File: config.mk
export PLATFORM = sky130hd
export DESIGN_NAME = reliable_notify_retry_queue
export DESIGN_NICKNAME = d
export VERILOG_FILES = /design/src/design/rnrq_pkg.sv /design/src/design/rnrq_ctrl.sv /design/src/design/rnrq_dp.sv /design/src/design/reliable_notify_retry_queue.sv
export SDC_FILE = /design/constraint.sdc
export NUM_CORES = 1
export LEC_CHECK = 0
export ABC_AREA = 1
export BUFFER_PORTS_ARGS = -buffer_cell sky130_fd_sc_hd__buf_2
export CORE_UTILIZATION = 60
export DETAILED_ROUTE_END_ITERATION = 6
export GPL_TIMING_DRIVEN = 0
export PLACE_DENSITY = 0.74
export RECOVER_POWER = 50
export SETUP_SLACK_MARGIN = 0.5
export SYNTH_ARGS = -nofsm -noshare
export SYNTH_HDL_FRONTEND = slang
export SYNTH_SLANG_ARGS = --single-unit
File: constraint.sdc
create_clock -name clk -period 8 [get_ports clk]
set_input_delay 1.6 -clock clk [delete_from_list [all_inputs] [get_ports clk]]
set_output_delay 1.6 -clock clk [all_outputs]
set_load 0.01 [all_outputs]
File: src/design/rnrq_pkg.sv
`timescale 1ns / 1ps
`default_nettype none
package rnrq_pkg;

  localparam int QUEUE_DEPTH = 8;
  localparam int CNT_W = $clog2(QUEUE_DEPTH + 1);
  localparam int PTR_W = (QUEUE_DEPTH > 1) ? $clog2(QUEUE_DEPTH) : 1;

  typedef logic [1:0] op_t;
  localparam op_t OP_POST = 2'd0;
  localparam op_t OP_ACK  = 2'd1;
  localparam op_t OP_TICK = 2'd2;

  typedef enum logic [1:0] {
    KIND_NEW    = 2'd0,
    KIND_RESEND = 2'd1,
    KIND_DROP   = 2'd2
  } kind_t;

  typedef struct packed {
    logic [7:0]  msg_type;
    logic [15:0] spec;
    logic [31:0] pid;
    logic [31:0] ctx;
  } entry_t;

  typedef struct packed {
    op_t    op;
    entry_t ent;
    logic   force_req;
  } req_t;

  // controller -> datapath
  typedef struct packed {
    logic  latch;      // capture input word
    logic  rd_en;      // registered read of the queue
    logic  rd_search;  // read at head + idx, else at head
    logic  idx_clr;
    logic  idx_inc;
    logic  append;     // write at tail, count + 1
    logic  force_wr;   // write at head, count = 1, not awaiting
    logic  pop;        // head + 1, count - 1, not awaiting
    logic  arm;        // retry = max_retries (1 if zero), seq + 1
    logic  tick;       // retry - 1
    logic  clear;      // count = 0
    logic  emit;       // load output register
    kind_t kind;
  } cmd_t;

  // datapath -> controller
  typedef struct packed {
    op_t  op;
    logic force_req;
    logic count_zero;
    logic count_one;
    logic full;
    logic retry_zero;
    logic retry_one;
    logic idx_done;
    logic match;
    logic out_busy;
  } stat_t;

endpackage
`default_nettype wire

File: src/design/rnrq_ctrl.sv
`timescale 1ns / 1ps
`default_nettype none
module rnrq_ctrl (
  input  wire           clk,
  input  wire           rst_n,
  input  wire           in_valid,
  output logic          in_stall,
  input  rnrq_pkg::stat_t stat,
  output rnrq_pkg::cmd_t  cmd
);

  typedef enum logic [6:0] {
    S_IDLE     = 7'b0000001,
    S_DISPATCH = 7'b0000010,
    S_SRCH_RD  = 7'b0000100,
    S_SRCH_CMP = 7'b0001000,
    S_APPEND   = 7'b0010000,
    S_SEND     = 7'b0100000,
    S_EMIT     = 7'b1000000
  } state_t;

  state_t          state_r, state_nxt;
  rnrq_pkg::kind_t kind_r, kind_nxt;

  assign in_stall = (state_r != S_IDLE);

  always_comb begin
    state_nxt = state_r;
    kind_nxt  = kind_r;
    cmd       = '0;
    cmd.kind  = kind_r;
    unique case (state_r)
      S_IDLE: begin
        if (in_valid) begin
          cmd.latch = 1'b1;
          state_nxt = S_DISPATCH;
        end
      end
      S_DISPATCH: begin
        priority if (stat.op == rnrq_pkg::OP_POST) begin
          if (stat.force_req) begin
            cmd.force_wr = 1'b1;
            state_nxt    = S_SEND;
          end else begin
            cmd.idx_clr = 1'b1;
            state_nxt   = S_SRCH_RD;
          end
        end else if (stat.op == rnrq_pkg::OP_ACK) begin
          if (stat.count_zero) begin
            state_nxt = S_IDLE;
          end else begin
            cmd.pop   = 1'b1;
            state_nxt = stat.count_one ? S_IDLE : S_SEND;
          end
        end else if (stat.op == rnrq_pkg::OP_TICK) begin
          if (stat.retry_zero) begin
            state_nxt = S_IDLE;
          end else begin
            cmd.tick = 1'b1;
            if (stat.retry_one) begin
              cmd.clear = 1'b1;
              kind_nxt  = rnrq_pkg::KIND_DROP;
            end else begin
              cmd.rd_en = 1'b1;
              kind_nxt  = rnrq_pkg::KIND_RESEND;
            end
            state_nxt = S_EMIT;
          end
        end else begin
          state_nxt = S_IDLE;
        end
      end
      S_SRCH_RD: begin
        if (stat.idx_done) begin
          state_nxt = S_APPEND;
        end else begin
          cmd.rd_en     = 1'b1;
          cmd.rd_search = 1'b1;
          state_nxt     = S_SRCH_CMP;
        end
      end
      S_SRCH_CMP: begin
        if (stat.match) begin
          state_nxt = S_IDLE;
        end else begin
          cmd.idx_inc = 1'b1;
          state_nxt   = S_SRCH_RD;
        end
      end
      S_APPEND: begin
        if (stat.full) begin
          state_nxt = S_IDLE;
        end else begin
          cmd.append = 1'b1;
          state_nxt  = S_SEND;
        end
      end
      S_SEND: begin
        if (stat.retry_zero && !stat.count_zero) begin
          cmd.arm   = 1'b1;
          cmd.rd_en = 1'b1;
          kind_nxt  = rnrq_pkg::KIND_NEW;
          state_nxt = S_EMIT;
        end else begin
          state_nxt = S_IDLE;
        end
      end
      S_EMIT: begin
        if (!stat.out_busy) begin
          cmd.emit  = 1'b1;
          state_nxt = S_IDLE;
        end
      end
      default: state_nxt = S_IDLE;
    endcase
  end

  always_ff @(posedge clk) begin
    if (!rst_n) begin
      state_r <= S_IDLE;
      kind_r  <= rnrq_pkg::KIND_NEW;
    end else begin
      state_r <= state_nxt;
      kind_r  <= kind_nxt;
    end
  end

endmodule
`default_nettype wire

File: src/design/rnrq_dp.sv
`timescale 1ns / 1ps
`default_nettype none
module rnrq_dp (
  input  wire                   clk,
  input  wire                   rst_n,
  input  rnrq_pkg::cmd_t        cmd,
  output rnrq_pkg::stat_t       stat,
  input  wire                   cfg_wr_en,
  input  wire  [7:0]            cfg_max_retries,
  input  rnrq_pkg::req_t        in_word,
  output logic                  out_valid,
  input  wire                   out_stall,
  output logic [1:0]            out_event_kind,
  output logic [7:0]            out_type,
  output logic [31:0]           out_sequence_res,
  output logic [15:0]           out_spec,
  output logic [31:0]           out_pid,
  output logic [31:0]           out_context
);

  localparam int DEPTH = rnrq_pkg::QUEUE_DEPTH;
  localparam int CNT_W = rnrq_pkg::CNT_W;
  localparam int PTR_W = rnrq_pkg::PTR_W;
  localparam int SUM_W = CNT_W + 1;

  rnrq_pkg::entry_t mem [DEPTH];
  rnrq_pkg::entry_t rd_data_r;
  rnrq_pkg::req_t   in_r;

  logic [PTR_W-1:0] head_r, head_nxt;
  logic [CNT_W-1:0] count_r, count_nxt;
  logic [CNT_W-1:0] idx_r, idx_nxt;
  logic [7:0]       retry_r, retry_nxt;
  logic [31:0]      seq_r, seq_nxt;
  logic [7:0]       max_retries_r;
  logic             out_valid_r;

  logic [PTR_W-1:0] search_addr, tail_addr, head_inc, rd_addr, wr_addr;

  // head + offset modulo depth; the sum stays below twice the depth
  function automatic logic [PTR_W-1:0] wrap_add(input logic [PTR_W-1:0] base,
                                                input logic [CNT_W-1:0] off);
    logic [SUM_W-1:0] sum;
    sum = SUM_W'(base) + SUM_W'(off);
    if (sum >= SUM_W'(DEPTH)) sum = sum - SUM_W'(DEPTH);
    return sum[PTR_W-1:0];
  endfunction

  assign search_addr = wrap_add(head_r, idx_r);
  assign tail_addr   = wrap_add(head_r, count_r);
  assign head_inc    = wrap_add(head_r, CNT_W'(1));
  assign rd_addr     = cmd.rd_search ? search_addr : head_r;
  assign wr_addr     = cmd.append ? tail_addr : head_r;

  always_ff @(posedge clk) begin
    if (cmd.append || cmd.force_wr) mem[wr_addr] <= in_r.ent;
    if (cmd.rd_en) rd_data_r <= mem[rd_addr];
  end

  always_comb begin
    head_nxt  = head_r;
    count_nxt = count_r;
    retry_nxt = retry_r;
    seq_nxt   = seq_r;
    idx_nxt   = idx_r;
    priority if (cmd.force_wr) begin
      count_nxt = CNT_W'(1);
      retry_nxt = '0;
    end else if (cmd.append) begin
      count_nxt = count_r + CNT_W'(1);
    end else if (cmd.pop) begin
      head_nxt  = head_inc;
      count_nxt = count_r - CNT_W'(1);
      retry_nxt = '0;
    end else if (cmd.arm) begin
      retry_nxt = (max_retries_r == 8'd0) ? 8'd1 : max_retries_r;
      seq_nxt   = seq_r + 32'd1;
    end else if (cmd.tick) begin
      retry_nxt = retry_r - 8'd1;
      if (cmd.clear) count_nxt = '0;
    end else begin
      head_nxt = head_r;
    end
    priority if (cmd.idx_clr) idx_nxt = '0;
    else if (cmd.idx_inc) idx_nxt = idx_r + CNT_W'(1);
    else idx_nxt = idx_r;
  end

  always_ff @(posedge clk) begin
    if (!rst_n) begin
      head_r        <= '0;
      count_r       <= '0;
      retry_r       <= '0;
      seq_r         <= '0;
      idx_r         <= '0;
      max_retries_r <= 8'd30;
      out_valid_r   <= 1'b0;
    end else begin
      head_r  <= head_nxt;
      count_r <= count_nxt;
      retry_r <= retry_nxt;
      seq_r   <= seq_nxt;
      idx_r   <= idx_nxt;
      if (cfg_wr_en) max_retries_r <= cfg_max_retries;
      if (cmd.emit) out_valid_r <= 1'b1;
      else if (!out_stall) out_valid_r <= 1'b0;
    end
  end

  always_ff @(posedge clk) begin
    if (cmd.latch) in_r <= in_word;
    if (cmd.emit) begin
      out_event_kind <= cmd.kind;
      if (cmd.kind == rnrq_pkg::KIND_DROP) begin
        out_type         <= '0;
        out_sequence_res <= '0;
        out_spec         <= '0;
        out_pid          <= '0;
        out_context      <= '0;
      end else begin
        out_type         <= rd_data_r.msg_type;
        out_sequence_res <= seq_r;
        out_spec         <= rd_data_r.spec;
        out_pid          <= rd_data_r.pid;
        out_context      <= rd_data_r.ctx;
      end
    end
  end

  assign out_valid = out_valid_r;

  always_comb begin
    stat.op         = in_r.op;
    stat.force_req  = in_r.force_req;
    stat.count_zero = (count_r == '0);
    stat.count_one  = (count_r == CNT_W'(1));
    stat.full       = (count_r >= CNT_W'(DEPTH));
    stat.retry_zero = (retry_r == 8'd0);
    stat.retry_one  = (retry_r == 8'd1);
    stat.idx_done   = (idx_r == count_r);
    stat.match      = (rd_data_r.msg_type == in_r.ent.msg_type) &&
                      (rd_data_r.pid == in_r.ent.pid);
    stat.out_busy   = out_valid_r && out_stall;
  end

  a_count_bound: assert property (@(posedge clk) disable iff (!rst_n)
    count_r <= CNT_W'(DEPTH))
    else $error("queue count above depth");

  a_await_needs_entry: assert property (@(posedge clk) disable iff (!rst_n)
    retry_r != 8'd0 |-> count_r != '0)
    else $error("awaiting ack with empty queue");

  a_no_overwrite: assert property (@(posedge clk) disable iff (!rst_n)
    cmd.emit |-> !(out_valid_r && out_stall))
    else $error("result overwritten while stalled");

  a_drop_empties: assert property (@(posedge clk) disable iff (!rst_n)
    cmd.emit && cmd.kind == rnrq_pkg::KIND_DROP |-> count_r == '0 && retry_r == 8'd0)
    else $error("drop reported with queue still live");

endmodule
`default_nettype wire

File: src/design/reliable_notify_retry_queue.sv
`timescale 1ns / 1ps
`default_nettype none
// channel  direction  handshake           payload
// in       input      in_valid/in_stall   op, msg_type, spec, pid, context_req, force_req
// out      output     out_valid/out_stall event_kind, type, sequence_res, spec, pid, context
// cfg      input      cfg_wr_en           max_retries (8 bit)
//
// One word at a time: a new word is accepted only while the sequencer is idle. A post
// without force_req runs a duplicate search that reads the queued entries one at a time
// and appends only if it finds no match and the queue is not full.
// Reset (rst_n low, synchronous) clears count, wait and sequence; max_retries goes to 30.
// A result sits in an output register; the next word is accepted while it is stalled,
// and only a further result waits until out_stall drops.
module reliable_notify_retry_queue (
  input  wire         clk,
  input  wire         rst_n,
  input  wire         cfg_wr_en,
  input  wire  [7:0]  cfg_max_retries,
  input  wire         in_valid,
  output logic        in_stall,
  input  wire  [1:0]  in_op,
  input  wire  [7:0]  in_msg_type,
  input  wire  [15:0] in_spec,
  input  wire  [31:0] in_pid,
  input  wire  [31:0] in_context_req,
  input  wire         in_force_req,
  output logic        out_valid,
  input  wire         out_stall,
  output logic [1:0]  out_event_kind,
  output logic [7:0]  out_type,
  output logic [31:0] out_sequence_res,
  output logic [15:0] out_spec,
  output logic [31:0] out_pid,
  output logic [31:0] out_context
);

  rnrq_pkg::cmd_t  cmd;
  rnrq_pkg::stat_t stat;
  rnrq_pkg::req_t  in_word;

  // input word bundled for capture in the datapath
  always_comb begin
    in_word.op           = in_op;
    in_word.ent.msg_type = in_msg_type;
    in_word.ent.spec     = in_spec;
    in_word.ent.pid      = in_pid;
    in_word.ent.ctx      = in_context_req;
    in_word.force_req    = in_force_req;
  end

  // sequencer: dispatch, duplicate search, append, send, emit
  rnrq_ctrl u_ctrl (
    .clk      (clk),
    .rst_n    (rst_n),
    .in_valid (in_valid),
    .in_stall (in_stall),
    .stat     (stat),
    .cmd      (cmd)
  );

  // circular queue memory, counters, sequence number, output register
  rnrq_dp u_dp (
    .clk              (clk),
    .rst_n            (rst_n),
    .cmd              (cmd),
    .stat             (stat),
    .cfg_wr_en        (cfg_wr_en),
    .cfg_max_retries  (cfg_max_retries),
    .in_word          (in_word),
    .out_valid        (out_valid),
    .out_stall        (out_stall),
    .out_event_kind   (out_event_kind),
    .out_type         (out_type),
    .out_sequence_res (out_sequence_res),
    .out_spec         (out_spec),
    .out_pid          (out_pid),
    .out_context      (out_context)
  );

endmodule
`default_nettype wire
## Word level (Yosys, flattened, before mapping)

Memories as Yosys holds them, arrays and structs flattened. A register that Yosys moved wholly into a read port is not among the register bits.
Cells that the tools add are included.

| word-level totals | value |
|---|---|
| bits in writable memories | 704 |
| register bits after elaboration | 282 |
| memories kept | 1 |

Memory list:

| memory | words | bits a word | rd ports | clocked after Yosys merged registers in | wr ports | line | RTL |
|---|---|---|---|---|---|---|---|
| u_dp.mem | 8 | 88 | 1 | 1 | 1 | rnrq_dp.sv:26 | `rnrq_pkg::entry_t mem [DEPTH];` |

| cells by class | value |
|---|---|
| bitwise gates (word level) | 4 |
| equality and inequality tests | 26 |
| magnitude comparators | 4 |
| add/subtract/negate cells | 11 |
| reductions and logical operators | 24 |
| mux-type cells | 73 |

Operators with widths:

| cell | number |
|---|---|
| 7-bit two-way mux | 8 |
| 7-bit one-hot mux with 7 select lines | 1 |
| 32-bit by 1-bit adder with 32-bit output, second input constant | 1 |
| 32-bit == test | 1 |
| 8-bit two-way mux | 4 |
| 1-bit two-way mux | 30 |
| 2-bit two-way mux | 13 |
| 4-bit two-way mux | 5 |
| 3-bit two-way mux | 6 |
| 6-bit two-way mux | 3 |
| 8-bit zero test | 2 |
| 3-bit by 4-bit adder with 5-bit output | 2 |
| 5-bit by 4-bit greater-or-equal comparator with 1-bit output, second input constant | 2 |
| 2-bit != test, second input constant | 5 |
| 3-bit AND reduction | 3 |
| 3-bit nonzero test | 3 |
| 3-bit by 1-bit subtractor with 3-bit output, second input constant | 3 |
| 4-bit by 1-bit adder with 4-bit output, second input constant | 2 |
| 8-bit by 1-bit == test with 1-bit output, second input constant | 1 |
| 8-bit == test | 1 |
| 4-bit greater-or-equal comparator, second input constant | 2 |
| 4-bit nonzero test | 2 |
| 8-bit by 1-bit subtractor with 8-bit output, second input constant | 1 |
| 7-bit by 1-bit == test with 1-bit output, second input constant | 1 |
| 30 further kinds | 40 |

## Longest topological paths before layout

Gate-level depths: netlist of run 1.

| depth | value |
|---|---|
| word-level depth | 13 |
| depth in mapped cells | 16 |
| depth with buffers taken out | 13 |

## Hierarchy

From an unflattened synthesis of run 1, not the netlist that was laid out.

| second synthesis, totals | value |
|---|---|
| cells, all modules | 3525 |
| area, all modules | 42592.1 um^2 |

Modules (own cells, without submodules):

| module | area each (um^2) | cells an instance | instances |
|---|---|---|---|
| rnrq_dp | 41876.4 | 3407 | 1 |
| rnrq_ctrl | 715.7 | 118 | 1 |

## Least setup slack after synthesis of run 1

Ideal clock, no wire load.

| timing | value |
|---|---|
| path type | input to register |
| start | in out_stall |
| end | reg u_dp.out_context[0] (enable) |
| arrival | 6.769 ns |
| setup slack | 0.627 ns |
| cell stages on the path | 3 |
| path buffers | 0 |
| setup time | 0.604 ns |
| path through | nand2_1 inv_1 nor2_1 |

RTL lines:

| item | line | RTL |
|---|---|---|
| from (decl) | reliable_notify_retry_queue.sv:28 | `input wire out_stall,` |
| to (signal assigned) | rnrq_dp.sv:125 | `out_context <= rd_data_r.ctx;` |
| to (decl) | rnrq_dp.sv:18 | `output logic [31:0] out_context` |

==> metrics.txt, run 1 <==
# TYPE chip_impl_metric gauge
chip_impl_info{name="outcome",value="finished, violations left"} 1
chip_impl_info{name="failed_checks",value="capacitance limit, slew limit"} 1
chip_impl_metric{name="total_power",unit="mW"} 11.4
chip_impl_metric{name="grt_pass1_vias",unit=""} 28616
chip_impl_metric{name="fin_crit",unit="ps"} 4010
chip_impl_metric{name="clkLatencyLatePin",unit="ps"} 700
chip_impl_metric{name="ioPinCount",unit=""} 228
chip_impl_metric{name="globalplace.congestion",unit=""} 0.856
chip_impl_metric{name="place.port_buffers",unit=""} 225
chip_impl_info{name="tritoncts",value="built"} 1
chip_impl_metric{name="globalRoute.totalOverflow",unit=""} 0
chip_impl_metric{name="tritoncts.num_buffers",unit=""} 107
chip_impl_metric{name="dieHeight",unit="um"} 276
chip_impl_metric{name="timing.setup.tns",unit="ps"} 0
chip_impl_info{name="synth.most_common_cell",value="sky130_fd_sc_hd__nand2_1"} 1
chip_impl_metric{name="synth-seq-cells",unit=""} 1074
chip_impl_metric{name="timing_hold_violations_final",unit=""} 0
chip_impl_metric{name="groute.usage.overall",unit=""} 0.284
chip_impl_metric{name="worst-path-max-fanout",unit=""} 34
chip_impl_info{name="netlist.top_cell.by_area",value="sky130_fd_sc_hd__edfxtp_1"} 1
chip_impl_info{name="synth-main-ff-cell",value="sky130_fd_sc_hd__edfxtp_1"} 1
chip_impl_metric{name="max_cap_violations",unit=""} 6
chip_impl_info{name="worst_hold_path_type",value="reg -> reg"} 1
chip_impl_metric{name="drc",unit=""} 0
chip_impl_metric{name="ant_nets",unit=""} 0
chip_impl_metric{name="routed_wire_length_per_instance",unit="um"} 18.9
chip_impl_metric{name="drt_pass1_iterations",unit=""} 7
chip_impl_metric{name="synth-async-reset-ratio",unit=""} 0
chip_impl_metric{name="fin_nets",unit=""} 4796
chip_impl_metric{name="grt_max_degree",unit=""} 35
chip_impl_metric{name="max_freq",unit="GHz"} 0.249
chip_impl_metric{name="critPathRequiredTime",unit="ps"} 8370
chip_impl_metric{name="core_region_area",unit="um^2"} 74300
chip_impl_metric{name="start_util",unit=""} 0.606
chip_impl_info{name="busiest_layer",value="met2"} 1
chip_impl_metric{name="dpl_wire_length",unit="um"} 70400
chip_impl_metric{name="avgSynthCellArea",unit="um^2"} 10.5
chip_impl_info{name="worst-setup-path-type",value="in -> reg"} 1
chip_impl_metric{name="tightestPinTransition",unit="ps"} 1890
chip_impl_metric{name="synth-warning-count",unit=""} 0
chip_impl_metric{name="synth_enable_flop_cells",unit=""} 1005
chip_impl_metric{name="critical_path_arrival",unit="ps"} 4380
chip_impl_metric{name="synthCells",unit=""} 4298
chip_impl_info{name="ys_top_cells_by_area",value="sky130_fd_sc_hd__edfxtp_1, sky130_fd_sc_hd__nand2_1, sky130_fd_sc_hd__inv_1, sky130_fd_sc_hd__nand3_1, sky130_fd_sc_hd__dfxtp_1"} 1
chip_impl_metric{name="power_leakage",unit="nW"} 22.5
chip_impl_metric{name="detailed_route_via_count",unit=""} 30527
chip_impl_metric{name="ctsLongestPathBuffers",unit=""} 3
chip_impl_info{name="unrepaired_setup_endpoints_after_global_routing",value="false"} 1
chip_impl_metric{name="average_via_count_per_standard_cell",unit=""} 5.32
chip_impl_metric{name="setup_viol",unit=""} 0
chip_impl_metric{name="routed_wirelength",unit="um"} 108000
chip_impl_metric{name="grtUsageMet2",unit=""} 0.464
chip_impl_metric{name="met3_usage",unit=""} 0.0451
chip_impl_metric{name="ctsHtreeMaxLevel",unit=""} 3
chip_impl_metric{name="place_worst_setup_slack",unit="ps"} 4490
chip_impl_metric{name="peakVddDrop",unit="mV"} 0.209
chip_impl_metric{name="synth_area",unit="um^2"} 45000
chip_impl_metric{name="share_of_the_cycle_needed_by_the_critical_path_after_routing",unit=""} 0.501
chip_impl_metric{name="mappedNetlistNets",unit=""} 4415
chip_impl_metric{name="grt_first_pass_wirelength",unit="um"} 160000
chip_impl_metric{name="report.final.slew_viol_count",unit=""} 173
chip_impl_metric{name="register_area_share_after_synthesis",unit=""} 0.701
chip_impl_metric{name="die_x",unit="um"} 276
chip_impl_metric{name="fin_worst_skew",unit="ps"} 29.6
chip_impl_metric{name="row_count",unit=""} 100
chip_impl_metric{name="cts_setup_buffers",unit=""} 0
chip_impl_metric{name="power_density",unit="nW/um^2"} 221
chip_impl_metric{name="synthToLayoutAreaGrowth",unit="%"} 14.5
chip_impl_info{name="worst_setup_path_start_kind",value="input port"} 1
chip_impl_info{name="cp-end-kind",value="flip-flop"} 1
chip_impl_metric{name="post_route_cells_drive_above_1_share",unit=""} 0.114
chip_impl_metric{name="drt_iter0_drc",unit=""} 3368
chip_impl_metric{name="cts_repair_resize_count",unit=""} 0
chip_impl_info{name="leading_post_synthesis_cells_by_instance_count",value="sky130_fd_sc_hd__nand2_1, sky130_fd_sc_hd__edfxtp_1, sky130_fd_sc_hd__inv_1"} 1
chip_impl_metric{name="synth.lib_cells_used.distinct",unit=""} 39
chip_impl_metric{name="grt_util_met1",unit=""} 0.379
chip_impl_metric{name="clock_sink_count",unit=""} 1074
chip_impl_metric{name="final.fill_count",unit=""} 5191
chip_impl_info{name="cts-root-buf",value="sky130_fd_sc_hd__clkbuf_16"} 1
chip_impl_metric{name="clkTransAtPathRegs",unit="ps"} 60
chip_impl_metric{name="post_cts_hold_buffer_count",unit=""} 0
chip_impl_metric{name="floorplan.die_area",unit="um^2"} 76100
chip_impl_metric{name="relative_slew_slack",unit=""} -0.257
chip_impl_metric{name="yosysTopAreaCellShare",unit=""} 0.670
chip_impl_metric{name="antenna_found_initial",unit=""} 5
chip_impl_metric{name="postLayoutSetupSlackWorst",unit="ps"} 3990
==> power by group <==
| group | internal [mW] | switching, mW |
|---|---|---|
| Clock | 2.81 | 2.12 |
| Sequential | 6.21 | 0.0919 |
| Combinational | 0.0523 | 0.118 |
| Total | 9.07 | 2.33 |
==> cells by family after synthesis <==
kind of cell | synth area share
xor gates and xnor gates | 0.00600
buffers and inverters | 0.0956
adders and majority gates | 0.00395
and+or+nand+nor | 0.180
AOI/OAI and AO/OA | 0.0137
DFF | 0.701
==> layout by cell type, fill, tap and decap left out, drive strengths merged <==
master / netlist / final
inv: 922 / 926
bufinv: 0 / 8
diode: 0 / 1
and3: 1 / 1
buf: 124 / 375
clkinvlp: 0 / 2
dfxtp: 69 / 69
nand2: 1343 / 1343
xnor2: 23 / 23
clkinv: 0 / 48
nor3: 27 / 27
a21oi: 53 / 53
xor2: 7 / 7
nand4: 18 / 18
clkbuf: 34 / 188
fa: 2 / 2
a31oi: 4 / 4
or2: 2 / 2
o31ai: 1 / 1
nor4: 5 / 5
nand3b: 2 / 2
edfxtp: 1005 / 1005
a211oi: 2 / 2
o211ai: 7 / 7
o21ai: 45 / 45
and2: 1 / 1
a21boi: 1 / 1
o22ai: 1 / 1
nor2: 196 / 196
nand3: 392 / 392
ha: 11 / 11
==> final cells by class <==
| cell class | instances | area [um^2] | area share |
|---|---|---|---|
| Clock inverter | 62 | 543 | 0.0105 |
| Clock buffer | 133 | 2880 | 0.0558 |
| Timing Repair Buffer | 272 | 1850 | 0.0358 |
| Buffer | 158 | 838 | 0.0163 |
| Inverter | 922 | 3460 | 0.0671 |
| Tap cell | 969 | 1210 | 0.0235 |
| Sequential cell | 1074 | 31600 | 0.612 |
| Multi-Input combinational cell | 2144 | 9210 | 0.179 |
| Antenna cell | 1 | 2.50 | 0.0000485 |
==> sequential cells by signal (all words and copies together) (netlist names), 4 cells and up <==
signal,flops
u_ctrl.state_r,7
u_dp.count_r,4
u_dp.idx_r,4
u_dp.in_r,88
u_dp.max_retries_r,8
u_dp.mem,704
u_dp.out_context,32
u_dp.out_pid,32
u_dp.out_sequence_res,32
u_dp.out_spec,16
u_dp.out_type,8
u_dp.rd_data_r,88
u_dp.retry_r,8
u_dp.seq_r,32
==> layer usage <==
layer,vias to the layer above,routed length [um]
met2,1527,51800
met4,6,4330
met1,14363,42500
met5,-,44
li1,14358,-
met3,273,9650
==> worst max-delay path: stages <==
cell and delay, ps:
sky130_fd_sc_hd__buf_2 100, sky130_fd_sc_hd__nand2_1 90, sky130_fd_sc_hd__inv_1 60, sky130_fd_sc_hd__nor2_1 800, sky130_fd_sc_hd__clkbuf_1 1370, sky130_fd_sc_hd__buf_12 310
==> stage by stage <==
stage | instances | util | hold slack (ps) | cell area (um^2)
final | 5735 | 0.694 | 443 | 51600
after global routing | 5734 | 0.694 | 454 | 51500
after CTS | 5734 | 0.696 | 440 | 51700
after detailed placement | 5539 | 0.649 | 422 | 48300
after global placement | 5492 | 0.637 | 416 | 47400
after floorplan | 4298 | - | 408 | 45000
==> path summary, 6_finish.rpt <==
kind,from,to,slack [ps],depth (start not counted)
worst max-delay path,out_stall,u_dp.out_context[5],3990,6
worst min-delay path,u_ctrl.kind_r[1],u_dp.out_event_kind[1],440,0
worst max register to register,u_ctrl.state_r[1],u_dp.out_context[5],4090,7
worst min register to register,u_ctrl.kind_r[1],u_dp.out_event_kind[1],440,0
No activity file was read; power rests on OpenSTA's default activity.
==> run 2: changes to the inputs <==
==> constraint.sdc (replaced) <==
create_clock -name clk -period 4.05 [get_ports clk]
set_input_delay 0.81 -clock clk [delete_from_list [all_inputs] [get_ports clk]]
set_output_delay 0.81 -clock clk [all_outputs]
set_load 0.01 [all_outputs]
==> metrics.txt, run 2 (synthesis gave the netlist of run 1 again) <==
# TYPE chip_impl_metric gauge
chip_impl_info{name="outcome",value="finished, violations left"} 1
chip_impl_info{name="failed_checks",value="DRC"} 1
chip_impl_metric{name="ctsLongestPathBuffers",unit=""} 3
chip_impl_metric{name="clkLatencyLatePin",unit="ps"} 670
chip_impl_info{name="most_frequent_cells_in_the_layout",value="sky130_fd_sc_hd__nand2_1, sky130_fd_sc_hd__edfxtp_1, sky130_fd_sc_hd__inv_1, sky130_fd_sc_hd__nand3_1, sky130_fd_sc_hd__clkbuf_1"} 1
chip_impl_metric{name="routed_wire_length_per_instance",unit="um"} 19.1
chip_impl_metric{name="final_core_utilization",unit=""} 0.693
chip_impl_info{name="worst_hold_path_type",value="in -> reg"} 1
chip_impl_metric{name="drt_pass1_iterations",unit=""} 7
chip_impl_metric{name="largest_reg_flops",unit=""} 704
chip_impl_metric{name="row_count",unit=""} 100
chip_impl_metric{name="peakVddDrop",unit="mV"} 0.352
chip_impl_metric{name="max_cap_violations",unit=""} 0
chip_impl_metric{name="ioPinCount",unit=""} 228
chip_impl_info{name="largest_register",value="u_dp.mem"} 1
chip_impl_metric{name="dpl_wire_length",unit="um"} 71500
chip_impl_metric{name="drt_iter0_drc",unit=""} 3253
chip_impl_metric{name="report.final.slew_viol_count",unit=""} 0
chip_impl_metric{name="ant_nets",unit=""} 0
chip_impl_metric{name="critPathRequiredTime",unit="ps"} 4310
chip_impl_metric{name="antenna_found_initial",unit=""} 1
chip_impl_info{name="final_common_cell",value="sky130_fd_sc_hd__nand2_1"} 1
chip_impl_metric{name="non_filler_cells_final",unit=""} 5736
chip_impl_info{name="path_cells",value="nor2_1, nand2_1, nor4_1, inv_1, nor2_1, dlymetal6s2s_1"} 1
chip_impl_metric{name="clkTransAtPathRegs",unit="ps"} 60
chip_impl_metric{name="placed_cells",unit=""} 5543
chip_impl_info{name="tritoncts",value="built"} 1
chip_impl_metric{name="tightestPinTransition",unit="ps"} 1450
chip_impl_metric{name="share_of_the_cycle_needed_by_the_critical_path_after_routing",unit=""} 0.890
chip_impl_metric{name="ctsHtreeMaxLevel",unit=""} 3
chip_impl_metric{name="relative_slew_slack",unit=""} 0.0315
chip_impl_metric{name="grt_first_pass_wirelength",unit="um"} 163000
chip_impl_info{name="worst-setup-path-type",value="reg -> reg"} 1
chip_impl_metric{name="sw_pwr",unit="mW"} 4.51
chip_impl_metric{name="start_util",unit=""} 0.606
chip_impl_metric{name="average_via_count_per_standard_cell",unit=""} 5.31
chip_impl_info{name="cp-end-kind",value="flip-flop"} 1
chip_impl_metric{name="dieHeight",unit="um"} 276
chip_impl_metric{name="floorplan.die_area",unit="um^2"} 76100
chip_impl_metric{name="tritoncts.num_buffers",unit=""} 105
chip_impl_metric{name="timing_hold_violations_final",unit=""} 0
chip_impl_metric{name="globalplace.congestion",unit=""} 0.894
chip_impl_metric{name="fin_nets",unit=""} 4799
chip_impl_metric{name="seq_power_share",unit=""} 0.557
chip_impl_metric{name="combinationalPowerShare",unit=""} 0.015
chip_impl_metric{name="total_power",unit="mW"} 22.3
chip_impl_info{name="unrepaired_setup_endpoints_after_global_routing",value="false"} 1
chip_impl_metric{name="n_antenna_cell",unit=""} 0
chip_impl_metric{name="worst-path-max-fanout",unit=""} 21
chip_impl_metric{name="max_freq",unit="GHz"} 0.278
chip_impl_metric{name="die_x",unit="um"} 276
chip_impl_metric{name="fin_crit",unit="ps"} 3600
chip_impl_metric{name="slowest_delay",unit="ps"} 1120
chip_impl_metric{name="power_leakage",unit="nW"} 22.2
chip_impl_metric{name="setup_viol",unit=""} 0
chip_impl_metric{name="detailed_route_via_count",unit=""} 30438
chip_impl_metric{name="groute.usage.overall",unit=""} 0.288
chip_impl_metric{name="globalRoute.totalOverflow",unit=""} 0
chip_impl_metric{name="critical_path_arrival",unit="ps"} 3870
chip_impl_info{name="worst_setup_path_start_kind",value="flip-flop"} 1
chip_impl_metric{name="power_density",unit="nW/um^2"} 434
chip_impl_metric{name="drc",unit=""} 1
chip_impl_metric{name="clock_sink_count",unit=""} 1074
chip_impl_info{name="cts-root-buf",value="sky130_fd_sc_hd__clkbuf_16"} 1
chip_impl_info{name="timing.critical_path.mode_cell",value="sky130_fd_sc_hd__nor2_1"} 1
chip_impl_metric{name="synthToLayoutAreaGrowth",unit="%"} 14.5
chip_impl_info{name="critical_path.slowest_cell",value="sky130_fd_sc_hd__dlymetal6s2s_1"} 1
chip_impl_metric{name="grt_pass1_vias",unit=""} 29349
chip_impl_metric{name="post_route_cells_drive_above_1_share",unit=""} 0.0923
chip_impl_metric{name="core_region_area",unit="um^2"} 74300
chip_impl_metric{name="intPower",unit="mW"} 17.8
chip_impl_metric{name="fin_worst_skew",unit="ps"} 26.9
chip_impl_metric{name="routed_wirelength",unit="um"} 110000
chip_impl_info{name="reg_top3",value="u_dp.mem x704, u_dp.in_r x88, u_dp.rd_data_r x88"} 1
chip_impl_metric{name="grt_max_degree",unit=""} 36
chip_impl_metric{name="post_cts_hold_buffer_count",unit=""} 0
chip_impl_metric{name="power_switching_share",unit=""} 0.202
chip_impl_metric{name="power.clock.fraction",unit=""} 0.428
chip_impl_metric{name="place.port_buffers",unit=""} 225
==> run 2: path summary, 6_finish.rpt <==
kind                            cells past startpoint  slack (ps)         startpoint                      to
worst min register to register                      0         440   u_ctrl.kind_r[1]  u_dp.out_event_kind[1]
worst min-delay path                                1         310          in_pid[5]           u_dp.in_r[38]
worst max-delay path                                6         450  u_ctrl.state_r[1]    u_dp.out_context[24]
worst max register to register                      6         450  u_ctrl.state_r[1]    u_dp.out_context[24]
==> run 2: worst max-delay path: cells and delay by family (launching register included) <==
kind / cells / cell delay, ps
buffers and inverters: 2 / 1230
DFF: 1 / 330
and+or+nand+nor: 4 / 1610
==> run 2: cell type report <==
cell class              count  area (um^2)
repair buffers            276         1820
plain buffers             158          841
inverters                 922         3460
clock inverters            64          538
clock buffers             128         2830
fillers                  5262        22800
well taps                 969         1210
multi-input cells        2145         9270
flip-flops and latches   1074        31600
==> run 2: per-layer routing <==
layer  global-route usage  wire length [um]  up-vias
met2                0.483             52800     1549
met4                0.119              4410        2
met1                0.375             42400    14259
met3               0.0486             10100      269
met5                    0                13        -
li1                     -                 -    14359
==> run 2: timing repair <==
action | CTS | global route
gates resized for setup | 0 | 1
setup buffers | 0 | 0
endpoints found under the setup margin | 0 | 94
==> run 2: stage by stage <==
step                hold WS, ps  setup TNS [ps]  setup WS [ps]  cell area [um^2]
floorplan                   408         -139940          -1590             45100
global placement            417        -1001120          -5620             47500
detailed placement          427               0            593             48400
CTS                         274               0            545             51800
global route                284               0            292             51500
finish                      311               0            447             51500
==> run 2: power groups by stage <==
stage / combinational [mW] / sequential, mW / clock, mW
2_1_floorplan: 0.186 / 12.6 / 0
3_3_place_gp: 0.330 / 12.7 / 0
3_5_place_dp: 0.354 / 12.7 / 0
4_1_cts: 0.357 / 12.4 / 9.64
5_1_grt: 0.376 / 12.5 / 10.0
6_report: 0.342 / 12.4 / 9.56
